File: config.mk
export PLATFORM = sky130hd
export DESIGN_NAME = rgb_to_hsv_integer
export DESIGN_NICKNAME = d
export VERILOG_FILES = /design/src/design/hsv_pkg.sv /design/src/design/hsv_front.sv /design/src/design/hsv_div_stage.sv /design/src/design/rgb_to_hsv_integer.sv
export SDC_FILE = /design/constraint.sdc
export NUM_CORES = 1
export LEC_CHECK = 0
export BUFFER_PORTS_ARGS = -buffer_cell sky130_fd_sc_hd__buf_4
export CORE_MARGIN = 5
export CORE_UTILIZATION = 60
export CTS_CLUSTER_DIAMETER = 80
export DETAILED_ROUTE_END_ITERATION = 7
export PLACE_DENSITY = 0.77
export SLEW_MARGIN = 20
export SYNTH_ARGS = -nofsm -noshare
export SYNTH_HDL_FRONTEND = slang
export SYNTH_SLANG_ARGS = --single-unit
File: constraint.sdc
create_clock -name clk -period 13.8 [get_ports clk]
set_clock_uncertainty 0.2 [all_clocks]
set_input_delay 2.76 -clock clk [delete_from_list [all_inputs] [get_ports clk]]
set_output_delay 2.76 -clock clk [all_outputs]
set_load 0.05 [all_outputs]
File: src/design/hsv_pkg.sv
// Package with the widths and pipeline payload type of the RGB to HSV converter.
package hsv_pkg;

  localparam int unsigned DivSteps = 9;

  typedef struct packed {
    logic [7:0]  value_level;
    logic [19:0] hue_rem;
    logic [18:0] hue_den;
    logic [8:0]  hue_q;
    logic [15:0] sat_rem;
    logic [15:0] sat_den;
    logic [8:0]  sat_q;
  } div_t;

endpackage

File: src/design/hsv_front.sv
// Front stages: maximum, minimum and sector offset, then the dividend and divisor setup.
module hsv_front import hsv_pkg::*; (
  input  logic       clk,
  input  logic       rst,
  input  logic       angle_mode,
  input  logic       in_valid,
  output logic       in_ready,
  input  logic [7:0] red,
  input  logic [7:0] green,
  input  logic [7:0] blue,
  output logic       out_valid,
  input  logic       out_ready,
  output div_t       out_data
);

  logic [7:0]  mx_c;
  logic [7:0]  mn_c;
  logic [7:0]  delta_c;
  logic [11:0] t_c;
  logic [11:0] d12;
  logic [11:0] six12;

  logic        valid1;
  logic        ready1;
  logic [7:0]  mx1;
  logic [7:0]  delta1;
  logic [10:0] t1;

  logic [19:0] t20;
  logic [10:0] six11;
  div_t        data2_next;

  always_comb begin
    mx_c = red;
    mn_c = red;
    if (green > mx_c) mx_c = green;
    if (blue > mx_c) mx_c = blue;
    if (green < mn_c) mn_c = green;
    if (blue < mn_c) mn_c = blue;
    delta_c = mx_c - mn_c;
    d12 = {4'b0, delta_c};
    six12 = (d12 << 2) + (d12 << 1);
    priority if (red == mx_c) begin
      t_c = {4'b0, green} - {4'b0, blue};
      if (t_c[11]) t_c = t_c + six12;
    end else if (green == mx_c) begin
      t_c = (d12 << 1) + {4'b0, blue} - {4'b0, red};
    end else begin
      t_c = (d12 << 2) + {4'b0, red} - {4'b0, green};
    end
  end

  assign in_ready = !valid1 || ready1;

  always_ff @(posedge clk) begin
    if (rst) begin
      valid1 <= 1'b0;
    end else if (in_ready) begin
      valid1 <= in_valid;
    end
    if (in_ready && in_valid) begin
      mx1 <= mx_c;
      delta1 <= delta_c;
      t1 <= t_c[10:0];
    end
  end

  always_comb begin
    t20 = {9'b0, t1};
    six11 = ({3'b0, delta1} << 2) + ({3'b0, delta1} << 1);
    data2_next.value_level = mx1;
    if (angle_mode) begin
      data2_next.hue_rem = t20 << 8;
    end else begin
      data2_next.hue_rem = (t20 << 8) + (t20 << 6) + (t20 << 5) + (t20 << 3);
    end
    data2_next.sat_rem = {delta1, 8'b0} - {8'b0, delta1};
    if (delta1 == 8'd0) begin
      data2_next.hue_den = '1;
      data2_next.sat_den = '1;
    end else begin
      data2_next.hue_den = {six11, 8'b0};
      data2_next.sat_den = {mx1, 8'b0};
    end
    data2_next.hue_q = '0;
    data2_next.sat_q = '0;
  end

  assign ready1 = !out_valid || out_ready;

  always_ff @(posedge clk) begin
    if (rst) begin
      out_valid <= 1'b0;
    end else if (ready1) begin
      out_valid <= valid1;
    end
    if (ready1 && valid1) begin
      out_data <= data2_next;
    end
  end

endmodule

File: src/design/hsv_div_stage.sv
// One restoring division step for both the hue and the saturation quotient.
module hsv_div_stage import hsv_pkg::*; (
  input  logic clk,
  input  logic rst,
  input  logic in_valid,
  output logic in_ready,
  input  div_t in_data,
  output logic out_valid,
  input  logic out_ready,
  output div_t out_data
);

  div_t data_next;

  always_comb begin
    data_next = in_data;
    if ({1'b0, in_data.hue_den} <= in_data.hue_rem) begin
      data_next.hue_rem = in_data.hue_rem - {1'b0, in_data.hue_den};
      data_next.hue_q = {in_data.hue_q[7:0], 1'b1};
    end else begin
      data_next.hue_q = {in_data.hue_q[7:0], 1'b0};
    end
    if (in_data.sat_den <= in_data.sat_rem) begin
      data_next.sat_rem = in_data.sat_rem - in_data.sat_den;
      data_next.sat_q = {in_data.sat_q[7:0], 1'b1};
    end else begin
      data_next.sat_q = {in_data.sat_q[7:0], 1'b0};
    end
    data_next.hue_den = in_data.hue_den >> 1;
    data_next.sat_den = in_data.sat_den >> 1;
  end

  assign in_ready = !out_valid || out_ready;

  always_ff @(posedge clk) begin
    if (rst) begin
      out_valid <= 1'b0;
    end else if (in_ready) begin
      out_valid <= in_valid;
    end
    if (in_ready && in_valid) begin
      out_data <= data_next;
    end
  end

endmodule

File: src/design/rgb_to_hsv_integer.sv
// Top level of the 8-bit RGB to HSV converter.
//
// Pixels arrive on the s_axis channel and results leave on the m_axis
// channel; a transfer takes place when tvalid and tready are both high.
// The cfg channel writes angle_mode (0: hue in degrees, 1: hue in 1/256
// turns); cfg_ready is always high. Write it only while idle; the block does not enforce this.
// The pipeline has eleven register stages: two front stages find the
// maximum, minimum and sector and set up dividend and divisor, then nine
// stages each resolve one quotient bit of the hue and saturation dividers.
// m_axis_tvalid rises once a pixel has passed the two front stages and the
// nine divider stages, and one pixel is taken per cycle while the receiver
// keeps up.
// When the receiver stalls, each stage holds its item and accepts a new one
// only when it is empty or moving on, so bubbles are squeezed out and
// nothing is lost or repeated.
// Reset clears all valid bits and sets angle_mode to degrees.
module rgb_to_hsv_integer import hsv_pkg::*; (
  input  logic        clk,
  input  logic        rst,
  input  logic        cfg_valid,
  output logic        cfg_ready,
  input  logic        cfg_data,       // angle_mode
  input  logic        s_axis_tvalid,
  output logic        s_axis_tready,
  input  logic [23:0] s_axis_tdata,   // red[7:0], green[15:8], blue[23:16]
  output logic        m_axis_tvalid,
  input  logic        m_axis_tready,
  output logic [31:0] m_axis_tdata    // hue[8:0], saturation[16:9],
                                      // value_level[24:17], zero[31:25]
);

  logic angle_mode;
  logic valid_chain [DivSteps+1];
  logic ready_chain [DivSteps+1];
  div_t data_chain  [DivSteps+1];

  assign cfg_ready = 1'b1;

  always_ff @(posedge clk) begin
    if (rst) begin
      angle_mode <= 1'b0;
    end else if (cfg_valid) begin
      angle_mode <= cfg_data;
    end
  end

  hsv_front u_front (
    .clk        (clk),
    .rst        (rst),
    .angle_mode (angle_mode),
    .in_valid   (s_axis_tvalid),
    .in_ready   (s_axis_tready),
    .red        (s_axis_tdata[7:0]),
    .green      (s_axis_tdata[15:8]),
    .blue       (s_axis_tdata[23:16]),
    .out_valid  (valid_chain[0]),
    .out_ready  (ready_chain[0]),
    .out_data   (data_chain[0])
  );

  for (genvar i = 0; i < DivSteps; i++) begin : g_div
    hsv_div_stage u_stage (
      .clk       (clk),
      .rst       (rst),
      .in_valid  (valid_chain[i]),
      .in_ready  (ready_chain[i]),
      .in_data   (data_chain[i]),
      .out_valid (valid_chain[i+1]),
      .out_ready (ready_chain[i+1]),
      .out_data  (data_chain[i+1])
    );
  end

  assign ready_chain[DivSteps] = m_axis_tready;
  assign m_axis_tvalid = valid_chain[DivSteps];
  assign m_axis_tdata = {7'b0, data_chain[DivSteps].value_level,
                         data_chain[DivSteps].sat_q[7:0],
                         data_chain[DivSteps].hue_q};

endmodule

==> qor.csv, run 1 <==
metric,value,unit
status,"finished, final reports clean",
synth_most_common_cell,edfxtp_1,
die_width,270,µm
avgSynthCellArea,11.0,µm²
htreeDepth,3,
start_util,60.6,%
synth_edf_count,686,
grt-busiest-layer,met2,
fmax,96.9,MHz
critical_path_class,in -> reg,
layout-drive-gt1-share,6.54,%
cts_buffer_depth,3,
async_reset_ff_share,0,%
setup_tns,0,ns
p_int,5.01,mW
critPathTopFamily,compound AO/OA/AOI/OAI gates,
crit_buf_inv,3,
die_y,270,µm
fillers,4788,
slew_headroom,37.8,%
antenna_left,0,
p_sw_share,32.3,%
hpwl,52.8,mm
post_cts_resize_count,0,
max_stage_delay,0.72,ns
ioPinCount,65,
pre_cts_ws,2.91,ns
clk-insertion-delay-late,0.60,ns
post-route-period-util,74.8,%
yosysTopAreaCell,edfxtp_1,
dp.cells,4556,
synthCells,3696,
seq_power_share,36.5,%
nNetsFinal,4197,
syn-cell-area,40700,µm²
ys_top_cells_by_count,"edfxtp_1 (686), inv_1 (445), ha_1 (350), nand2_1 (295), nor2_1 (258)",
root_buffer,clkbuf_16,
grt.total_usage,19.3,%
rsz0062_at_grt,no,
cts_setup_buffers,0,
use_met1,22.2,%
hold_viol,0,
clkTransAtPathRegs,0.06,ns
wl_per_cell,15.0,µm
drv_cap,0,
die_area,73100,µm²
cp_max_fo,12,
first_pass_iters,5,
n_antenna_cell,0,
drc_errors,0,
clock_sinks,698,
use_met2,36.8,%
wirelength,70.3,mm
switchingPower,2.39,mW
endpoint_kind,flip-flop,
ff2ff_setup_slack,8.77,ns
ys_ff_latch,698,
min_path_type,reg -> reg,
antenna_found_initial,0,
grt_pass1_vias,26000,
synthFlopType,edfxtp_1,
port_buffers,56,
area_delta_synth_final,9.40,%
critPathSlowestCell,a221oi_1,
numCtsBuffers,75,
critPathArrivalTime,10.46,ns
ctsHoldBuffers,0,
drt-initial-drc-count,1292,
setup_ws,3.48,ns
viasPerCell,5.54,
place_congestion,0.879,
p_leak,17.7,nW
grt-ovfl-total,0,
synth_cell_types,87,
cp-start-kind,primary input,
num_vias,26000,
power_frac_comb,37.3,%
worst_ep_required_time,13.94,ns
pwr-share-clk,26.1,%
yosys_warnings,0,
final_cells,4693,
seq_area_frac_synth,51.2,%
synthTopCellsByArea,"edfxtp_1 (51%), ha_1 (11%), inv_1 (4.1%), xnor2_1 (3.6%), o21ai_0 (2.9%)",
grt_pass1_wl,120,mm
rows,95,
tightest_slew,0.934,ns
vdd_ir_drop_max,0.291,mV
grt_max_degree,76,
setup_viol,0,
grt.met3_usage,2.74,%
min_period,10.32,ns
synth_top_area_share,50.6,%
cts_tree,done,
power_density,166,nW/µm²
final_max_slew_viol_count,0,
core,67200,µm²
-- cells by family after synthesis --
family | share of synthesized area (%)
xor gates and xnor gates | 5.21
buffers and inverters | 5.37
other | 0.0185
DFF | 51.2
muxes | 0.923
adders and majority gates | 13.5
AOI/OAI and AO/OA | 13.3
and+or+nand+nor | 10.5
-- final timing paths --
| path | from | endpoint | depth (start not counted) |
|---|---|---|---|
| worst min-delay path | g_div[1].u_stage.out_data[93] | g_div[2].u_stage.out_data[93] | 0 |
| worst max register to register | g_div[4].u_stage.out_data[52] | g_div[5].u_stage.out_data[86] | 18 |
| worst max-delay path | s_axis_tdata[5] | u_front.t1[9] | 33 |
| worst min register to register | g_div[1].u_stage.out_data[93] | g_div[2].u_stage.out_data[93] | 0 |
-- layout by cell type (no fill, tap or decap), drive strengths merged, types with 6 or more instances in the layout --
master    n
clkbuf   96
nand2   295
a211o     6
mux2     17
inv     451
or3      18
clkinv   29
and2      8
a21o     76
ha      350
nand3    44
nand2b   52
and3     10
conb      8
bufinv    6
o31ai    76
o21ai   240
buf      82
a31oi    13
edfxtp  686
a211oi   17
xor2     71
a21boi   89
xnor2   170
nor4     25
or4      10
dfxtp    12
nand4    55
o21a     32
o21bai   31
a21oi   221
a221oi    6
nor2    259
nor2b    61
nor3     53
fa       55
mux2i    18
o41ai     6
-- per-stage QoR --
| step | hold WS (ns) | util [%] | cell area [µm²] | total power [mW] |
|---|---|---|---|---|
| floorplan | 0.200 | - | 40700 | 4.95 |
| global placement | 0.202 | 62.6 | 42100 | 5.42 |
| detailed placement | 0.205 | 62.6 | 42100 | 5.50 |
| CTS | 0.211 | 66.2 | 44500 | 7.46 |
| global route | 0.214 | 66.3 | 44500 | 7.98 |
| finish | 0.213 | 66.3 | 44500 | 7.40 |
-- per-layer routing --
layer,share of wire (%),vias up,wire length (µm)
met5,0,-,0
met1,41,12100,28800
met2,53,423,37200
li1,-,13300,-
met4,2.8,0,2000
met3,3.3,129,2290
-- power groups by stage --
stage | combinational, mW | sequential (mW) | clock, mW
detailed placement | 2.75 | 2.75 | 0
finish | 2.76 | 2.70 | 1.93
global route | 3.18 | 2.72 | 2.08
floorplan | 2.25 | 2.70 | 0
global placement | 2.67 | 2.75 | 0
CTS | 2.77 | 2.71 | 1.98
-- cell type report --
cell class / count / area, µm² / share of cell area, %
Timing Repair Buffer: 82 / 623 / 1.40
Clock inverter: 39 / 387 / 0.869
Multi-Input combinational cell: 2457 / 17900 / 40.1
Sequential cell: 698 / 20800 / 46.8
Clock buffer: 96 / 2020 / 4.54
Inverter: 448 / 1680 / 3.78
Tap cell: 873 / 1090 / 2.45
-- registers in the layout, summed over array words and instances (netlist names) --
name                     flops
g_div.u_stage.out_data     598
u_front.out_data            61
u_front.t1                  11
g_div.u_stage.out_valid      9
u_front.delta1               8
u_front.mx1                  8
angle_mode                   1
u_front.out_valid            1
u_front.valid1               1
(Power assumes the default switching activity.)
==> inputs of run 2 (changes only) <==
--- a/config.mk
+++ b/config.mk
@@ -5,6 +5,7 @@
 export SDC_FILE = /design/constraint.sdc
 export NUM_CORES = 1
 export LEC_CHECK = 0
+export ABC_AREA = 1
 export BUFFER_PORTS_ARGS = -buffer_cell sky130_fd_sc_hd__buf_4
 export CORE_MARGIN = 5
 export CORE_UTILIZATION = 60
==> constraint.sdc (replaced) <==
create_clock -name clk -period 10.8 [get_ports clk]
set_clock_uncertainty 0.2 [all_clocks]
set_input_delay 2.16 -clock clk [delete_from_list [all_inputs] [get_ports clk]]
set_output_delay 2.16 -clock clk [all_outputs]
set_load 0.05 [all_outputs]
==> run 2 against run 1 <==
Die area is 1.0% lower. Via count increased by 1.2%. Sequential cell count did not move. Design area fell by 1.6%. Critical path depth up 6. Total power rose by 23%. Register-to-register slack got worse by 2.4 ns. Synthesized cell count rose by 6.1%. Combinational power up 19%. Critical endpoint is now u_front.t1[10]. Largest cell class unchanged. Largest power group is now sequential cells.
==> qor.csv, run 2 <==
metric,value,unit,change
start_util,60.3,%,-0.31 points
grt_max_degree,74,,-2.6%
min_path_type,reg -> reg,,
post_cts_resize_count,0,,unchanged
switchingPower,3.06,mW,+28%
drt-initial-drc-count,1371,,+6.1%
core,66800,µm²,-0.53%
drc_errors,0,,unchanged
final_max_slew_viol_count,0,,unchanged
p_leak,18.2,nW,+2.4%
ys_ff_latch,698,,unchanged
grt_pass1_vias,26400,,+1.5%
nNetsFinal,4420,,+5.3%
drv_cap,0,,unchanged
async_reset_ff_share,0,%,unchanged
numCtsBuffers,72,,-4.0%
rows,95,,unchanged
p_sw_share,33.6,%,+1.3 points
status,"finished, final reports clean",,
grt_pass1_wl,119,mm,-0.74%
critical_path_class,in -> reg,,
syn-cell-area,40300,µm²,-1.0%
die_width,269,µm,-0.50%
n_antenna_cell,0,,unchanged
htreeDepth,3,,unchanged
cp_max_fo,20,,+8
setup_viol,0,,unchanged
wirelength,69.4,mm,-1.3%
dpl_cell_area,41500,µm²,-1.4%
ctsHoldBuffers,0,,unchanged
min_from,g_div[6].u_stage.out_data[41],,
num_vias,26300,,+1.2%
top_regs,"g_div.u_stage.out_data: 598 flops, u_front.out_data: 61 flops, u_front.t1: 11 flops",,
routed.top_layer,met4,,
wl_per_cell,14.1,µm,-5.7%
synth_top_area_share,51.2,%,+0.53 points
endpoint_kind,flip-flop,,
final_cell_mix,"edfxtp_1 (686), nand2_1 (612), inv_1 (543), ha_1 (350), a21oi_1 (325)",,
met1Wirelength,27.6,mm,-4.0%
vdd_ir_drop_max,0.292,mV,+0.36%
clock_sinks,698,,unchanged
rsz0062_at_grt,no,,
fmax,114,MHz,
synthCells,3920,,+6.1%
wl_met3,2.16,mm,-5.6%
crit_buf_inv,5,,+2
wl_met2,37.4,mm,+0.40%
min_period,8.75,ns,
clk-insertion-delay-late,0.59,ns,about the same
cts_setup_buffers,0,,unchanged
port_buffers,56,,unchanged
first_pass_iters,6,,+1
hold_viol,0,,unchanged
ff2ff_setup_slack,6.33,ns,-2.44 ns
critPathArrivalTime,8.89,ns,-1.57 ns
area_delta_synth_final,8.79,%,
r2r_end,u_front.t1[2],,
hold_depth,0,,unchanged
cts_tree,done,,
post-route-period-util,81.0,%,
layout-drive-gt1-share,5.99,%,-0.55 points
worst_ep_required_time,10.93,ns,-3.01 ns
root_buffer,clkbuf_16,,
largest_reg_flops,598,,unchanged
cp-start-kind,primary input,,
avgSynthCellArea,10.3,µm²,-6.7%
antenna_found_initial,0,,unchanged
die_area,72400,µm²,-1.0%
grt.total_usage,19.6,%,+0.28 points
critPathTopFamily,simple AND/OR/NAND/NOR gates,,
place_congestion,0.892,,+1.4%
synth_edf_count,686,,unchanged
utilization,65.6,%,-0.71 points
antenna_left,0,,unchanged
yosys_warnings,0,,unchanged
synthFlopType,edfxtp_1,,
cts_buffer_depth,3,,unchanged
min_to,g_div[7].u_stage.out_data[42],,
path_common_cell,nand2_1,,
synth_cell_types,61,,-30%
rr_worst_depth,23,,+5
worst_r2r_startpoint,g_div[8].u_stage.out_valid,,
largest_register,g_div.u_stage.out_data,,
layout_commonest_cell,edfxtp_1,,
viasPerCell,5.35,,-3.3%
die_y,269,µm,-0.50%
setup_tns,0,ns,unchanged
p_int,6.04,mW,+21%
max_stage_delay,0.45,ns,-0.27 ns
power_frac_comb,36.1,%,-1.2 points
seq_area_frac_synth,51.8,%,+0.54 points
ys_top_cells_by_count,"edfxtp_1 (686), nand2_1 (612), inv_1 (549), ha_1 (350), a21oi_1 (325)",,
tightest_slew,1.02,ns,+0.0844 ns
slew_headroom,31.7,%,-6.0 points
seq_power_share,37.5,%,+1.0 points
grt-ovfl-total,0,,unchanged
critPathSlowestCell,fa_1,,
pwr-share-clk,26.4,%,+0.3 points
yosysTopAreaCell,edfxtp_1,,
hpwl,53.1,mm,+0.51%
synthTopCellsByArea,"edfxtp_1 (51%), ha_1 (11%), nand2_1 (5.7%), inv_1 (5.1%), a21oi_1 (4.0%)",,
synth_most_common_cell,edfxtp_1,,
clkTransAtPathRegs,0.06,ns,about the same
ioPinCount,65,,unchanged
power_density,208,nW/µm²,+25%
fillers,4889,,+2.1%
stdcell_area,43800,µm²,-1.6%
[run 2: cell count changes after synthesis, moves of 31 or more]
cell / before / now
a21boi_0: 89 / 6
a21o_1: 76 / 12
a21oi_1: 218 / 325
inv_1: 445 / 549
nand2_1: 295 / 612
nand2b_1: 52 / 0
nand3_1: 44 / 130
nor2b_1: 61 / 0
o21a_1: 32 / 1
o21ai_0: 236 / 268
o31ai_1: 75 / 12
xnor2_1: 169 / 114
xor2_1: 71 / 163
[run 2: worst max path at each step]
stage                               start              to  slack (ns)  depth (start not counted)
after floorplan           s_axis_tdata[2]   u_front.t1[9]        2.59                         44
after global placement    s_axis_tdata[3]  u_front.t1[10]        1.69                         41
after detailed placement  s_axis_tdata[7]  u_front.t1[10]        1.48                         39
after CTS                 s_axis_tdata[7]  u_front.t1[10]        2.10                         39
after global routing      s_axis_tdata[7]   u_front.t1[9]        1.36                         40
final                     s_axis_tdata[7]  u_front.t1[10]        2.05                         39
[run 2: final cells by class]
class | instances | area (µm²) | area share [%]
clock inverter | 41 | 425 | 0.971
sequential | 698 | 20800 | 47.6
inverter | 560 | 2100 | 4.80
multi-input combinational | 2582 | 16900 | 38.6
clock buffer | 86 | 1880 | 4.28
tap | 873 | 1090 | 2.49
timing repair buffer | 71 | 537 | 1.23
[run 2: worst register-to-register path: stages (launching register included)]
cell	delay, ns
dfxtp_1	0.34
inv_1	0.04
nor2_1	0.17
inv_1	0.08
nor2_1	0.10
inv_1	0.07
nor2_1	0.08
inv_1	0.08
nor2_1	0.21
inv_1	0.09
nor2_1	0.21
inv_1	0.09
nor2_1	0.09
inv_1	0.07
nor2_1	0.09
inv_1	0.07
nor2_1	0.25
inv_1	0.10
nor2_1	0.24
inv_1	0.09
nor2_1	0.13
nand2_1	0.10
nand2_1	0.09
clkinv_1	0.78
[run 2: cell families (layout without fill, tap and decap cells)]
| family | count (synthesis) | in the layout | share of synthesized area [%] |
|---|---|---|---|
| compound gates | 745 | 745 | 10.2 |
| simple gates | 1146 | 1146 | 11.9 |
| fa+ha+maj | 405 | 405 | 13.6 |
| xor+xnor | 278 | 278 | 6.07 |
| other cells | 2 | 8 | 0.0187 |
| flops | 698 | 698 | 51.8 |
| buf+inv | 646 | 758 | 6.38 |
[run 2: routing by layer]
metal,vias up,track usage (%)
met5,-,0
met2,425,38.3
li1,13600,-
met4,0,7.07
met1,12200,21.8
met3,138,2.39
[run 2: power by group through the flow]
stage | registers [mW] | logic (mW) | clock network [mW]
6_report | 3.42 | 3.28 | 2.40
5_1_grt | 3.43 | 3.82 | 2.58
4_1_cts | 3.42 | 3.30 | 2.46
3_5_place_dp | 3.48 | 3.28 | 0
3_3_place_gp | 3.47 | 3.19 | 0
2_1_floorplan | 3.41 | 2.62 | 0
[run 2: through the flow]
step                      power [mW]  worst slack [ns]  instances  hold WS (ns)
after CTS                       9.18              2.10       4910         0.215
after floorplan                 6.03              2.59       3926         0.200
after global placement          6.66              1.69       4783         0.200
after detailed placement        6.75              1.48       4783         0.205
final                           9.10              2.05       4911         0.214
after global routing            9.84              1.36       4911         0.219
==> inputs of run 3 (changes only) <==
--- a/config.mk
+++ b/config.mk
@@ -8,7 +8,7 @@
 export ABC_AREA = 1
 export BUFFER_PORTS_ARGS = -buffer_cell sky130_fd_sc_hd__buf_4
 export CORE_MARGIN = 5
-export CORE_UTILIZATION = 60
+export CORE_UTILIZATION = 58
 export CTS_CLUSTER_DIAMETER = 80
 export DETAILED_ROUTE_END_ITERATION = 7
 export PLACE_DENSITY = 0.77
==> constraint.sdc (replaced) <==
create_clock -name clk -period 7.95 [get_ports clk]
set_clock_uncertainty 0.2 [all_clocks]
set_input_delay 1.59 -clock clk [delete_from_list [all_inputs] [get_ports clk]]
set_output_delay 1.59 -clock clk [all_outputs]
set_load 0.05 [all_outputs]
==> run 3 against run 2 <==
Via count up 0.14%. Utilization down 1.6 points. Critical path depth down 1. Total power up 35%. Final cell count up 1.9%. Global-route usage down 0.69 points. Combinational power up 39%. Sequential power up 36%. First-iteration DRC count up 5.3%. Clock-buffer cell count up 4. Clock power up 29%. Register-to-register slack worse by 2.7 ns. Largest cell class unchanged. Highest routed layer unchanged.
==> qor.csv, run 3 (synthesis gave the netlist of run 2 again) <==
metric,value,unit,change
p_leak,18.2,nW,+0.36%
multi_input_area,16900,µm²,unchanged
die_area,74800,µm²,+3.3%
cp-start-kind,primary input,,
wirelength,69.7,mm,+0.48%
use_met2,36.4,%,-1.9 points
nNetsFinal,4451,,+0.70%
largest_reg_flops,598,,unchanged
grt.total_usage,18.9,%,-0.69 points
clkTransAtPathRegs,0.06,ns,about the same
rows,96,,+1.1%
setup_viol,0,,unchanged
pre_cts_ws,-0.0950,ns,-1.58 ns
min_period,7.52,ns,
crit_buf_inv,4,,-1
core,68700,µm²,+2.9%
largest_register,g_div.u_stage.out_data,,
post-route-period-util,94.5,%,
rsz0062_at_grt,no,,
antenna_found_initial,0,,unchanged
cts_setup_buffers,0,,unchanged
die_y,273,µm,+1.6%
critPathTopFamily,simple AND/OR/NAND/NOR gates,,
cp_max_fo,11,,-45%
clk-insertion-delay-late,0.61,ns,+0.02 ns
port_buffers,56,,unchanged
n_antenna_cell,0,,unchanged
drc_errors,0,,unchanged
setup_ws,0.435,ns,-1.61 ns
first_pass_iters,5,,-1
vdd_ir_drop_max,0.271,mV,-7.3%
place_congestion,0.900,,+0.91%
cts_buffer_depth,3,,unchanged
hold_slack,0.215,ns,+0.00167 ns
tightest_slew,0.994,ns,-0.0243 ns
use_met1,21.1,%,-0.68 points
start_util,58.6,%,-1.7 points
grt_pass1_wl,119,mm,about the same
grt_max_degree,74,,unchanged
drt-initial-drc-count,1444,,+5.3%
min_path_type,reg -> reg,,
htreeDepth,3,,unchanged
power_density,280,nW/µm²,+35%
top_regs,"g_div.u_stage.out_data: 598 flops, u_front.out_data: 61 flops, u_front.t1: 11 flops",,
wl_per_cell,13.9,µm,-1.4%
grt_pass1_vias,26300,,-0.027%
drv_cap,0,,unchanged
dp.cells,4873,,+1.9%
worst_ep_required_time,8.10,ns,-2.83 ns
num_vias,26300,,+0.14%
ioPinCount,65,,unchanged
antenna_left,0,,unchanged
numCtsBuffers,71,,-1.4%
regArea,20800,µm²,unchanged
fillers,5243,,+7.2%
grt-ovfl-total,0,,unchanged
clock_sinks,698,,unchanged
slew_headroom,33.3,%,+1.6 points
final_max_slew_viol_count,0,,unchanged
root_buffer,clkbuf_16,,
max_stage_delay,0.44,ns,about the same
ctsHoldBuffers,0,,unchanged
post_cts_resize_count,0,,unchanged
cts_tree,done,,
die_width,273,µm,+1.6%
critPathArrivalTime,7.67,ns,-1.22 ns
hold_depth,0,,unchanged
hold_viol,0,,unchanged
final_cells,5003,,+1.9%
path_common_cell,nand2_1,,
fmax,133,MHz,
final_cell_mix,"edfxtp_1 (686), nand2_1 (612), inv_1 (543), ha_1 (350), a21oi_1 (325)",,
status,"finished, final reports clean",,
endpoint_kind,flip-flop,,
layout_commonest_cell,edfxtp_1,,
rr_worst_depth,23,,unchanged
hpwl,53.4,mm,+0.58%
crit_cells,38,,-2.6%
grt-busiest-layer,met2,,
critical_path_class,in -> reg,,
grt.met3_usage,2.42,%,+0.028 points
critPathSlowestCell,fa_1,,
viasPerCell,5.26,,-1.7%
area_delta_synth_final,9.22,%,
layout-drive-gt1-share,6.48,%,+0.49 points
==> run 3: changes by cell type in the layout (fill, tap and decap cells not counted), sizes merged <==
cell      change
buf          +32
bufinv        -5
clkbuf        +4
clkinv        -1
clkinvlp      +1
inv           +3
==> run 3: path summary, 6_finish.rpt <==
check                                                    from                       endpoint  slack, ns
worst min register to register  g_div[7].u_stage.out_data[43]  g_div[8].u_stage.out_data[44]       0.22
worst max register to register     g_div[8].u_stage.out_valid                  u_front.t1[1]       3.62
worst max-delay path                         s_axis_tdata[15]                 u_front.t1[10]       0.43
worst min-delay path            g_div[7].u_stage.out_data[43]  g_div[8].u_stage.out_data[44]       0.22
==> run 3: cell type report <==
class	count	share of cell area [%]
clock buffers	90	4.20
well taps	931	2.65
multi-input cells	2582	38.5
clock inverters	39	0.717
inverters	560	4.78
repair buffers	103	1.77
flip-flops and latches	698	47.4
==> run 3: stage by stage <==
stage / utilization [%] / area (µm²) / setup TNS [ns] / power, mW
2_1_floorplan: - / 40300 / 0 / 8.20
3_3_place_gp: 60.8 / 41800 / 0 / 9.11
3_5_place_dp: 60.8 / 41800 / -0.0950 / 9.26
4_1_cts: 64.0 / 43900 / 0 / 12.4
5_1_grt: 64.0 / 44000 / 0 / 13.3
6_report: 64.0 / 44000 / 0 / 12.3
==> run 3: report_power, final <==
part,switching [mW],leakage [nW],internal (mW)
clock network,1.34,1.05,1.76
registers,0.193,6.30,4.45
logic,2.69,10.9,1.88
total,4.22,18.2,8.09
==> run 3: per-layer routing <==
metal | share of wire, % | up-vias
met5 | 0 | -
met4 | 3.4 | 0
met3 | 3.0 | 151
met2 | 53 | 378
met1 | 40 | 12200
li1 | - | 13600
